==> config.mk <==
export PLATFORM = sky130hd
export DESIGN_NAME = divider_wall_circle_collision
export DESIGN_NICKNAME = d
export VERILOG_FILES = /design/src/rtl/dwc_pkg.sv /design/src/rtl/divider_wall_circle_collision.sv /design/src/rtl/dwc_edges.sv /design/src/rtl/dwc_collide.sv
export SDC_FILE = /design/constraint.sdc
export NUM_CORES = 2
export LEC_CHECK = 0
export ABC_AREA = 1
export BUFFER_PORTS_ARGS = -buffer_cell sky130_fd_sc_hd__clkbuf_2
export CORE_UTILIZATION = 58
export CTS_BUF_LIST = sky130_fd_sc_hd__clkbuf_4 sky130_fd_sc_hd__clkbuf_8
export DETAILED_ROUTE_END_ITERATION = 10
export GPL_TIMING_DRIVEN = 0
export PLACE_DENSITY = 0.85
export SYNTH_ARGS = -nofsm -noshare
export SYNTH_HDL_FRONTEND = slang
export SYNTH_HIERARCHICAL = 1
export SYNTH_SLANG_ARGS = --single-unit
==> constraint.sdc <==
create_clock -name clk -period 13 [get_ports clk]
set_clock_uncertainty 0.1 [all_clocks]
set_input_delay 2.6 -clock clk [delete_from_list [all_inputs] [get_ports clk]]
set_output_delay 2.6 -clock clk [all_outputs]
set_load 0.1 [all_outputs]
==> src/rtl/dwc_pkg.sv <==
// Shared types and constants for the divider wall circle collision block.
// Holds register codes, contact codes, wall edge struct and reset values.
// No dependencies.
package dwc_pkg;

  // Configuration port
  localparam int CFG_W     = 12;
  localparam int GAP_W     = 7;
  localparam int CFG_IDX_W = 4;

  // Wall edges in whole pixels, signed (left edge may fall below zero)
  localparam int EDGE_W = 14;
  localparam int HALF_W = CFG_W - 1;

  // Opening size: (half_h * gap) / 100 via reciprocal multiply
  localparam int               PROD_W       = HALF_W + GAP_W;
  localparam int               RECIP_W      = 19;
  localparam int               RECIP_SHIFT  = 25;
  localparam logic [RECIP_W-1:0] RECIP_100  = 19'd335545;
  localparam logic [GAP_W-1:0] PERCENT_FULL = 7'd100;

  // Reset values of the configuration registers
  localparam logic [CFG_W-1:0] RST_CENTER_X = 12'd400;
  localparam logic [CFG_W-1:0] RST_WIDTH    = 12'd20;
  localparam logic [CFG_W-1:0] RST_HEIGHT   = 12'd600;
  localparam logic [GAP_W-1:0] RST_GAP      = 7'd20;

  // Cycles from a register write until the wall edges are current
  localparam int               SETTLE_W      = 2;
  localparam logic [SETTLE_W-1:0] SETTLE_CYCLES = 2'd3;

  typedef enum logic [CFG_IDX_W-1:0] {
    CFG_CENTER_X = 4'd0,
    CFG_WIDTH    = 4'd1,
    CFG_HEIGHT   = 4'd2,
    CFG_GAP      = 4'd3
  } cfg_reg_t;

  typedef enum logic [2:0] {
    CONTACT_NONE  = 3'd0,
    CONTACT_LEFT  = 3'd1,
    CONTACT_RIGHT = 3'd2,
    CONTACT_UPPER = 3'd3,
    CONTACT_LOWER = 3'd4
  } contact_t;

  typedef struct packed {
    logic signed [EDGE_W-1:0] left;
    logic signed [EDGE_W-1:0] right;
    logic signed [EDGE_W-1:0] up_bot;
    logic signed [EDGE_W-1:0] lo_top;
    logic signed [EDGE_W-1:0] lo_bot;
  } edges_t;

endpackage

==> src/rtl/divider_wall_circle_collision.sv <==
// Top level of the divider wall circle collision block.
// Instantiates dwc_edges and dwc_collide; depends on dwc_pkg.
//
// Tests a circular particle's predicted position against a divider wall of two
// boxes with a gap and reflects it on contact. One request is taken per clock
// while in_ready is high. An accepted request passes an input register, one
// pass of collision logic, and a result register; the input register can still
// take one request while a finished result waits.
// After reset and after every register write the wall edges are recomputed
// through a three-stage pipeline (product, reciprocal divide by 100, edges),
// and in_ready stays low for those cycles. cfg_ready is always high; write
// registers only while no request is in flight.
module divider_wall_circle_collision #(
  parameter int COORD_INT_BITS  = 12,
  parameter int COORD_FRAC_BITS = 8
) (
  input  logic                                              clk,
  input  logic                                              rst,
  input  logic                                              cfg_valid,
  output logic                                              cfg_ready,
  input  logic [dwc_pkg::CFG_IDX_W-1:0]                     cfg_index,
  input  logic [dwc_pkg::CFG_W-1:0]                         cfg_data,
  input  logic                                              in_valid,
  output logic                                              in_ready,
  input  logic signed [COORD_INT_BITS+COORD_FRAC_BITS-1:0]  next_x,
  input  logic signed [COORD_INT_BITS+COORD_FRAC_BITS-1:0]  next_y,
  input  logic signed [COORD_INT_BITS+COORD_FRAC_BITS-1:0]  cur_x,
  input  logic signed [COORD_INT_BITS+COORD_FRAC_BITS-1:0]  cur_y,
  input  logic signed [COORD_INT_BITS+COORD_FRAC_BITS-1:0]  vel_x,
  input  logic signed [COORD_INT_BITS+COORD_FRAC_BITS-1:0]  vel_y,
  input  logic [15:0]                                       radius,
  output logic                                              out_valid,
  input  logic                                              out_ready,
  output logic [2:0]                                        contact,
  output logic signed [COORD_INT_BITS+COORD_FRAC_BITS-1:0]  out_x,
  output logic signed [COORD_INT_BITS+COORD_FRAC_BITS-1:0]  out_y,
  output logic signed [COORD_INT_BITS+COORD_FRAC_BITS-1:0]  out_vel_x,
  output logic signed [COORD_INT_BITS+COORD_FRAC_BITS-1:0]  out_vel_y
);
  import dwc_pkg::*;

  localparam int CW = COORD_INT_BITS + COORD_FRAC_BITS;

  logic                 cfg_we;
  logic [SETTLE_W-1:0]  settle;
  edges_t               edges;

  logic                 s1_valid;
  logic signed [CW-1:0] s1_next_x, s1_next_y, s1_cur_x, s1_cur_y, s1_vel_x, s1_vel_y;
  logic [15:0]          s1_radius;
  logic                 in_take;
  logic                 s1_move;

  contact_t             res_contact;
  logic signed [CW-1:0] res_x, res_y, res_vel_x, res_vel_y;

  assign cfg_ready = 1'b1;
  assign cfg_we    = cfg_valid & cfg_ready;

  dwc_edges u_edges (
    .clk       (clk),
    .rst       (rst),
    .cfg_we    (cfg_we),
    .cfg_index (cfg_index),
    .cfg_data  (cfg_data),
    .edges     (edges)
  );

  // Hold off requests until the edge pipeline has caught up
  always_ff @(posedge clk) begin
    if (rst || cfg_we) begin
      settle <= SETTLE_CYCLES;
    end else if (settle != '0) begin
      settle <= settle - SETTLE_W'(1);
    end
  end

  // Advance the input register when the result register is free or draining
  assign s1_move  = s1_valid & (~out_valid | out_ready);
  assign in_ready = (settle == '0) & (~s1_valid | ~out_valid | out_ready);
  assign in_take  = in_valid & in_ready;

  always_ff @(posedge clk) begin
    if (rst) begin
      s1_valid <= 1'b0;
    end else if (in_take) begin
      s1_valid <= 1'b1;
    end else if (s1_move) begin
      s1_valid <= 1'b0;
    end
  end

  always_ff @(posedge clk) begin
    if (in_take) begin
      s1_next_x <= next_x;
      s1_next_y <= next_y;
      s1_cur_x  <= cur_x;
      s1_cur_y  <= cur_y;
      s1_vel_x  <= vel_x;
      s1_vel_y  <= vel_y;
      s1_radius <= radius;
    end
  end

  dwc_collide #(
    .COORD_INT_BITS  (COORD_INT_BITS),
    .COORD_FRAC_BITS (COORD_FRAC_BITS)
  ) u_collide (
    .edges     (edges),
    .next_x    (s1_next_x),
    .next_y    (s1_next_y),
    .cur_x     (s1_cur_x),
    .cur_y     (s1_cur_y),
    .vel_x     (s1_vel_x),
    .vel_y     (s1_vel_y),
    .radius    (s1_radius),
    .contact   (res_contact),
    .out_x     (res_x),
    .out_y     (res_y),
    .out_vel_x (res_vel_x),
    .out_vel_y (res_vel_y)
  );

  // Result register
  always_ff @(posedge clk) begin
    if (rst) begin
      out_valid <= 1'b0;
    end else if (s1_move) begin
      out_valid <= 1'b1;
    end else if (out_ready) begin
      out_valid <= 1'b0;
    end
  end

  always_ff @(posedge clk) begin
    if (s1_move) begin
      contact   <= res_contact;
      out_x     <= res_x;
      out_y     <= res_y;
      out_vel_x <= res_vel_x;
      out_vel_y <= res_vel_y;
    end
  end

endmodule

==> src/rtl/dwc_edges.sv <==
// Configuration registers and wall edge computation.
// Edges pass product, quotient and edge registers. Depends on dwc_pkg.
module dwc_edges (
  input  logic                            clk,
  input  logic                            rst,
  input  logic                            cfg_we,
  input  logic [dwc_pkg::CFG_IDX_W-1:0]   cfg_index,
  input  logic [dwc_pkg::CFG_W-1:0]       cfg_data,
  output dwc_pkg::edges_t                 edges
);
  import dwc_pkg::*;

  localparam int OPEN_W = HALF_W;
  localparam int QW     = PROD_W + RECIP_W;

  logic [CFG_W-1:0]  center_x;
  logic [CFG_W-1:0]  wall_width;
  logic [CFG_W-1:0]  wall_height;
  logic [GAP_W-1:0]  gap;
  logic [PROD_W-1:0] prod;
  logic [OPEN_W-1:0] open_px;
  logic [QW-1:0]     quot_full;
  edges_t            edges_next;

  logic [HALF_W-1:0] half_w;
  logic [HALF_W-1:0] half_h;
  logic [GAP_W-1:0]  gap_data;

  assign half_w   = wall_width[CFG_W-1:1];
  assign half_h   = wall_height[CFG_W-1:1];
  assign gap_data = cfg_data[GAP_W-1:0];

  // Write registers; drop gap values above full scale
  always_ff @(posedge clk) begin
    if (rst) begin
      center_x    <= RST_CENTER_X;
      wall_width  <= RST_WIDTH;
      wall_height <= RST_HEIGHT;
      gap         <= RST_GAP;
    end else if (cfg_we) begin
      unique case (cfg_reg_t'(cfg_index))
        CFG_CENTER_X: center_x    <= cfg_data;
        CFG_WIDTH:    wall_width  <= cfg_data;
        CFG_HEIGHT:   wall_height <= cfg_data;
        CFG_GAP: begin
          if (gap_data <= PERCENT_FULL) gap <= gap_data;
        end
        default: ;
      endcase
    end
  end

  // Opening: half height times percent, then divide by 100 via reciprocal
  assign quot_full = QW'(prod) * QW'(RECIP_100);

  always_ff @(posedge clk) begin
    prod    <= PROD_W'(half_h) * PROD_W'(gap);
    open_px <= quot_full[RECIP_SHIFT +: OPEN_W];
  end

  // Box edges in whole pixels
  always_comb begin
    edges_next.left   = EDGE_W'(center_x) - EDGE_W'(half_w);
    edges_next.right  = EDGE_W'(center_x) + EDGE_W'(half_w);
    edges_next.up_bot = EDGE_W'(half_h) - EDGE_W'(open_px);
    edges_next.lo_top = EDGE_W'(half_h) + EDGE_W'(open_px);
    edges_next.lo_bot = EDGE_W'(wall_height);
  end

  always_ff @(posedge clk) begin
    edges <= edges_next;
  end

endmodule

==> src/rtl/dwc_collide.sv <==
// Collision test of one particle against the two wall boxes, combinational.
// Picks the nearest face, clamps position and reflects velocity. Depends on dwc_pkg.
module dwc_collide #(
  parameter int COORD_INT_BITS  = 12,
  parameter int COORD_FRAC_BITS = 8
) (
  input  dwc_pkg::edges_t                                    edges,
  input  logic signed [COORD_INT_BITS+COORD_FRAC_BITS-1:0]   next_x,
  input  logic signed [COORD_INT_BITS+COORD_FRAC_BITS-1:0]   next_y,
  input  logic signed [COORD_INT_BITS+COORD_FRAC_BITS-1:0]   cur_x,
  input  logic signed [COORD_INT_BITS+COORD_FRAC_BITS-1:0]   cur_y,
  input  logic signed [COORD_INT_BITS+COORD_FRAC_BITS-1:0]   vel_x,
  input  logic signed [COORD_INT_BITS+COORD_FRAC_BITS-1:0]   vel_y,
  input  logic [15:0]                                        radius,
  output dwc_pkg::contact_t                                  contact,
  output logic signed [COORD_INT_BITS+COORD_FRAC_BITS-1:0]   out_x,
  output logic signed [COORD_INT_BITS+COORD_FRAC_BITS-1:0]   out_y,
  output logic signed [COORD_INT_BITS+COORD_FRAC_BITS-1:0]   out_vel_x,
  output logic signed [COORD_INT_BITS+COORD_FRAC_BITS-1:0]   out_vel_y
);
  import dwc_pkg::*;

  localparam int CW   = COORD_INT_BITS + COORD_FRAC_BITS;
  localparam int EW_A = (CW > EDGE_W + COORD_FRAC_BITS) ? CW : EDGE_W + COORD_FRAC_BITS;
  localparam int EW   = ((EW_A > 17) ? EW_A : 17) + 2;
  localparam logic signed [EW-1:0] CMAX = (EW'(1) <<< (CW - 1)) - EW'(1);
  localparam logic signed [EW-1:0] CMIN = -CMAX - EW'(1);
  localparam logic [CW-1:0]        VMIN = {1'b1, {(CW-1){1'b0}}};
  localparam logic [CW-1:0]        VMAX = {1'b0, {(CW-1){1'b1}}};

  function automatic logic signed [CW-1:0] sat_c(input logic signed [EW-1:0] v);
    logic signed [CW-1:0] res;
    if (v > CMAX)      res = CMAX[CW-1:0];
    else if (v < CMIN) res = CMIN[CW-1:0];
    else               res = v[CW-1:0];
    return res;
  endfunction

  function automatic logic signed [EW-1:0] abs_e(input logic signed [EW-1:0] v);
    return (v < 0) ? -v : v;
  endfunction

  function automatic logic signed [CW-1:0] neg_c(input logic signed [CW-1:0] v);
    return (v == VMIN) ? VMAX : -v;
  endfunction

  // Left beats right beats the horizontal face on ties
  function automatic contact_t nearest(input logic signed [EW-1:0] dl,
                                       input logic signed [EW-1:0] dr,
                                       input logic signed [EW-1:0] dh,
                                       input contact_t horiz);
    contact_t res;
    if (dl <= dr) res = (dl <= dh) ? CONTACT_LEFT : horiz;
    else          res = (dr <= dh) ? CONTACT_RIGHT : horiz;
    return res;
  endfunction

  logic signed [EW-1:0] nx, ny, r;
  logic signed [EW-1:0] left_f, right_f, up_bot_f, lo_top_f, lo_bot_f;
  logic signed [EW-1:0] dl, dr;
  logic                 x_in, hit_up, hit_lo;

  // Scale pixel edges into fixed point
  always_comb begin
    nx       = EW'(next_x);
    ny       = EW'(next_y);
    r        = EW'({1'b0, radius});
    left_f   = EW'(edges.left)   <<< COORD_FRAC_BITS;
    right_f  = EW'(edges.right)  <<< COORD_FRAC_BITS;
    up_bot_f = EW'(edges.up_bot) <<< COORD_FRAC_BITS;
    lo_top_f = EW'(edges.lo_top) <<< COORD_FRAC_BITS;
    lo_bot_f = EW'(edges.lo_bot) <<< COORD_FRAC_BITS;
  end

  // Overlap tests, upper box first
  always_comb begin
    x_in   = (nx + r >= left_f) && (nx - r <= right_f);
    hit_up = x_in && (ny + r >= EW'(0)) && (ny - r <= up_bot_f);
    hit_lo = x_in && (ny + r >= lo_top_f) && (ny - r <= lo_bot_f);
    dl     = abs_e(nx - left_f);
    dr     = abs_e(nx - right_f);
  end

  // Pick the face, clamp and reflect
  always_comb begin
    if (hit_up)      contact = nearest(dl, dr, abs_e(ny - up_bot_f), CONTACT_UPPER);
    else if (hit_lo) contact = nearest(dl, dr, abs_e(ny - lo_top_f), CONTACT_LOWER);
    else             contact = CONTACT_NONE;

    out_x     = cur_x;
    out_y     = cur_y;
    out_vel_x = vel_x;
    out_vel_y = vel_y;
    case (contact)
      CONTACT_LEFT: begin
        out_x     = sat_c(left_f - r);
        out_vel_x = neg_c(vel_x);
      end
      CONTACT_RIGHT: begin
        out_x     = sat_c(right_f + r);
        out_vel_x = neg_c(vel_x);
      end
      CONTACT_UPPER: begin
        out_y     = sat_c(up_bot_f + r);
        out_vel_y = neg_c(vel_y);
      end
      CONTACT_LOWER: begin
        out_y     = sat_c(lo_top_f - r);
        out_vel_y = neg_c(vel_y);
      end
      default: ;
    endcase
  end

endmodule

==> results by stage <==
Place:
- The number of instances in the placed design is 6,334.
- Detailed placement ended at an HPWL of about 96 mm.
- The number of buffers inserted by port buffering is 241.
- The final estimated routing congestion in global placement is 1.04.
- The setup slack at placement is 5.60 ns.

Logic synthesis:
- The combinational family with the most area after synthesis is adder cells.
- The top cell type by area accounts for between 10% and 20% of the synthesized area.
- The async set-reset flop share out of synthesis is 0%.
- The number of distinct library cells after synthesis is 64.
- The netlist area before placement is 0.0392 mm2.
- Summing the areas of all xor and xnor instances in the mapped netlist gives 5.68% of the synthesized area.
- The synthesized netlist devotes 26.9% of its cell area to adder and majority cells.
- sky130_fd_sc_hd__ha_1 takes more of the synthesized area than any other cell.
- The simple-gate share of the synthesized area is 24.1%.
- The number of synthesized flops with an enable pin is 219.
- The dominant register cell in the synthesized netlist is sky130_fd_sc_hd__edfxtp_1.
- The multiplexer fraction of the synthesized cell area is 0%.
- The synthesis warning total is 6.
- In this run, synthesis produced a sequential element count of 354.
- After synthesis, the cell types taking the most area are sky130_fd_sc_hd__ha_1 18%, sky130_fd_sc_hd__edfxtp_1 17%, sky130_fd_sc_hd__nand2_1 11%, sky130_fd_sc_hd__fa_1 8.9%, sky130_fd_sc_hd__inv_1 8.5%.
- The cell count after synthesis came out at 5,203.
- The post-synthesis compound-gate area fraction is 9.06%.
- The mean instance size in the synthesized netlist is 7.53 um2.
- For this run, the register share of the synthesized area comes to 23.7%.

Layout:
- The number of fillers in the final layout is 5,650.
- The share of final-layout standard cells stronger than drive strength 1 is 9.79%.
- Compared with the post-synthesis result, the final layout area differs by 9.81%.
- For this run, the share of the core covered by cells in the final layout is roughly two thirds.
- In the final design database the tool counted 6,425 nets.
- Leaving out filler cells and counting taps, the final layout contains roughly 6,400.

Power and ir drop:
- The power density over the cells is 246 mW/mm2.
- In this run, the combinational gates consume 76.9% of the power.
- The reported net switching power is 5900 uW.
- Power comes to roughly 11,000 uW.
- The register share of total power is 12.9%.
- Summed over all cells, the static leakage comes to 0.0227 uW.
- Across the VDD grid, the largest voltage drop is between 0.0006 and 0.0007 V.
- The internal cell power is between 4000 and 5000 uW.
- The proportion of total power due to net switching is approximately 56%.
- The power share of the clock group is 10.2%.

Clock network:
- The buffers inserted during post-CTS setup optimization is 0.
- The clock network latency to the later pin of the worst-skew pair is 0.71 ns.
- In this run the deepest clock path goes through 3 buffers.
- After clock tree synthesis, the repair step resized 0 gates.
- The post-CTS clock slew at the launch and capture registers of the worst setup and hold paths is 0.07 ns.
- The H-tree depth reported by CTS is 2.
- In this run, CTS created clock tree buffers numbering 57.
- The clock sink count is 354.
- The root cell of the clock tree is sky130_fd_sc_hd__clkbuf_8.
- The CTS tree is done.
- The count of hold-fix buffers inserted at cts is 0.

Die:
- The floorplan die area is 0.0686 mm2.
- In this run the vertical extent of the chip is 262 um.
- The die boundary width is 262 um.
- The initial cell density of the core is 59.0%.
- The count of standard-cell rows is 94.
- around 240 I/O pins were placed.
- The region available for standard cell placement spans around 0.066 mm2.

Detailed routing:
- The final antenna-violating net count is 0.
- The average wire per cell in the routed design is 18.1 um.
- The detailed-routing iteration count for the pre-antenna-repair pass is 9.
- The wire length after detailed routing is 117 mm.
- Summing over every cut layer, the via total after detailed routing is 36,500.
- After the first detailed-routing iteration, the DRC count stood at 3,498.
- For this run, design rule violations remaining after detail routing come to 0.
- Using the TritonRoute via totals, the vias-per-cell ratio works out to 5.66.

Timing:
- The worst path uses 59.8% of the clock period.
- Measured against its own limit, the worst slew margin works out to 32.1%.
- The maximum clock rate is 129 MHz.
- The number of failing setup endpoints in the final timing report is 0.
- Setup repair after global routing left no endpoint under its margin.
- The count of pins over their slew limit is 0.
- After layout, the worst setup slack is 5.23 ns.
- The final period demand of the worst path is 7.77 ns.
- The number of hold violations in the final report is 0.
- For the pin with the worst max-slew slack, the measured transition is slightly above 1 ns.

Global routing:
- The overall fraction of global-route tracks in use is 33.0%.
- The pin count of the biggest net entering global routing is 31.
- The remaining global-route overflow is 0.
- The initial antenna violation count was 3.
- The wire length of the first global-routing pass is 177 mm.
- The via count of the first global-routing pass came to about 34,000.

Worst setup path:
- On the worst path, the slowest cell contributes a delay of 0.70 ns.
- The maximum fanout along the worst path is 10.
- The critical path arrival is 8.12 ns.
- The required time reported for the critical path endpoint is 13.35 ns.
- By instance count, the cell type seen most on the critical path is sky130_fd_sc_hd__nand2_1.
- The worst setup path is launched from a flop.
- The critical path in this run is classified as flop to flop.
- The largest individual stage delay along the critical path comes from the cell sky130_fd_sc_hd__edfxtp_1.
- The worst setup path is captured at a flop.

Outcome:
- The flow ran to the end, and the final reports show no timing, DRC or antenna violations.

Min path:
- In this run the worst hold path is classified as flop to flop.

Flow run:
- The total of max-cap violations is 0.
[cells in the mapped netlist, drive strengths merged, types with 3 or more instances]
cell and n:
a211oi 7, a21boi 7, a21o 15, a21oi 312
a31oi 15, buf 68, clkbuf 49, conb 4
dfxtp 135, edfxtp 219, fa 174, ha 565
inv 913, nand2 1216, nand3 428, nand3b 14
nand4 84, nor2 329, nor3 67, nor4 18
o2111ai 3, o211ai 7, o21a 5, o21ai 203
o21bai 39, o221ai 4, o22ai 3, o31ai 9
or2 20, xnor2 39, xor2 215
[sequential cells by signal (all words and copies together) (netlist names)]
register and cells:
out_vel_y 20, s1_next_y 20, u_edges/wall_height 12, out_vel_x 20
contact 3, u_edges/prod 18, u_edges/gap 7, s1_vel_x 20
u_edges/edges 60, s1_cur_x 20, s1_cur_y 20, s1_next_x 20
out_valid 1, out_x 20, u_edges/open_px 11, out_y 20
s1_vel_y 20, u_edges/center_x 12, s1_valid 1, settle 2
s1_radius 16, u_edges/wall_width 11
[worst max-delay path, delay by kind of cell (launching register included)]
family | cells | cell delay (ns)
buffers and inverters | 6 | 1.11
DFF | 1 | 0.70
adders and majority gates | 2 | 0.91
and+or+nand+nor | 21 | 2.82
AOI/OAI and AO/OA | 9 | 1.84
[cells in the final DEF (no fill, tap or decap), drive strengths merged, types with 203 or more instances in the layout]
cell type  Yosys  routed
clkbuf        49     368
edfxtp       219     219
ha           565     565
xor2         215     215
o21ai        203     203
nor2         329     329
nand2       1216    1216
nand3        428     428
a21oi        312     312
inv          913     917
[final cells by class]
| class | instances | area (um2) | share of cell area [%] |
|---|---|---|---|
| diodes | 3 | 7.51 | 0.0175 |
| plain buffers | 117 | 662 | 1.54 |
| clock buffers | 78 | 998 | 2.32 |
| clock inverters | 27 | 280 | 0.652 |
| inverters | 915 | 3440 | 8.00 |
| multi-input cells | 3829 | 25800 | 60.1 |
| flip-flops and latches | 354 | 9280 | 21.6 |
| well taps | 864 | 1080 | 2.51 |
| repair buffers | 255 | 1410 | 3.28 |
[power by group through the flow]
stage	Clock, uW	Sequential [uW]	Combinational (uW)
6_report	1080	1360	8160
5_1_grt	1140	1360	9290
4_1_cts	1100	1360	8050
3_5_place_dp	0	1380	7980
3_3_place_gp	0	1380	7720
2_1_floorplan	0	1340	6010
[through the flow]
stage                     hold WS (ns)  setup TNS (ns)  area (um2)
after CTS                        0.257               0       43000
after detailed placement         0.244               0       41700
after floorplan                  0.226               0       39200
final                            0.258               0       43000
after global routing             0.268               0       43000
after global placement           0.246         -602.73       41500
[logic make-up (layout without fill, tap and decap cells)]
group | count (synthesis) | after routing
AOI/OAI and AO/OA | 636 | 636
xor gates and xnor gates | 254 | 254
adders and majority gates | 739 | 739
buffers and inverters | 1032 | 1392
DFF | 354 | 354
other | 4 | 19
and+or+nand+nor | 2184 | 2184
[routing by layer]
| layer | vias up | part of all wire, % | track usage [%] |
|---|---|---|---|
| met5 | - | 0.0094 | 0 |
| met4 | 2 | 4.6 | 14.0 |
| met3 | 360 | 9.1 | 5.63 |
| met2 | 1731 | 47 | 55.4 |
| met1 | 16800 | 40 | 41.8 |
| li1 | 17500 | - | - |
[worst paths after layout]
check | startpoint | to | slack, ns | depth (start not counted)
hold reg to reg | u_edges/wall_height[0] | u_edges/edges[0] | 0.26 | 0
setup / recovery | s1_radius[1] | out_y[16] | 5.23 | 38
hold / removal | u_edges/wall_height[0] | u_edges/edges[0] | 0.26 | 0
setup reg to reg | s1_radius[1] | out_y[16] | 5.23 | 38
Note: power is estimated with default switching activity, not from simulation.
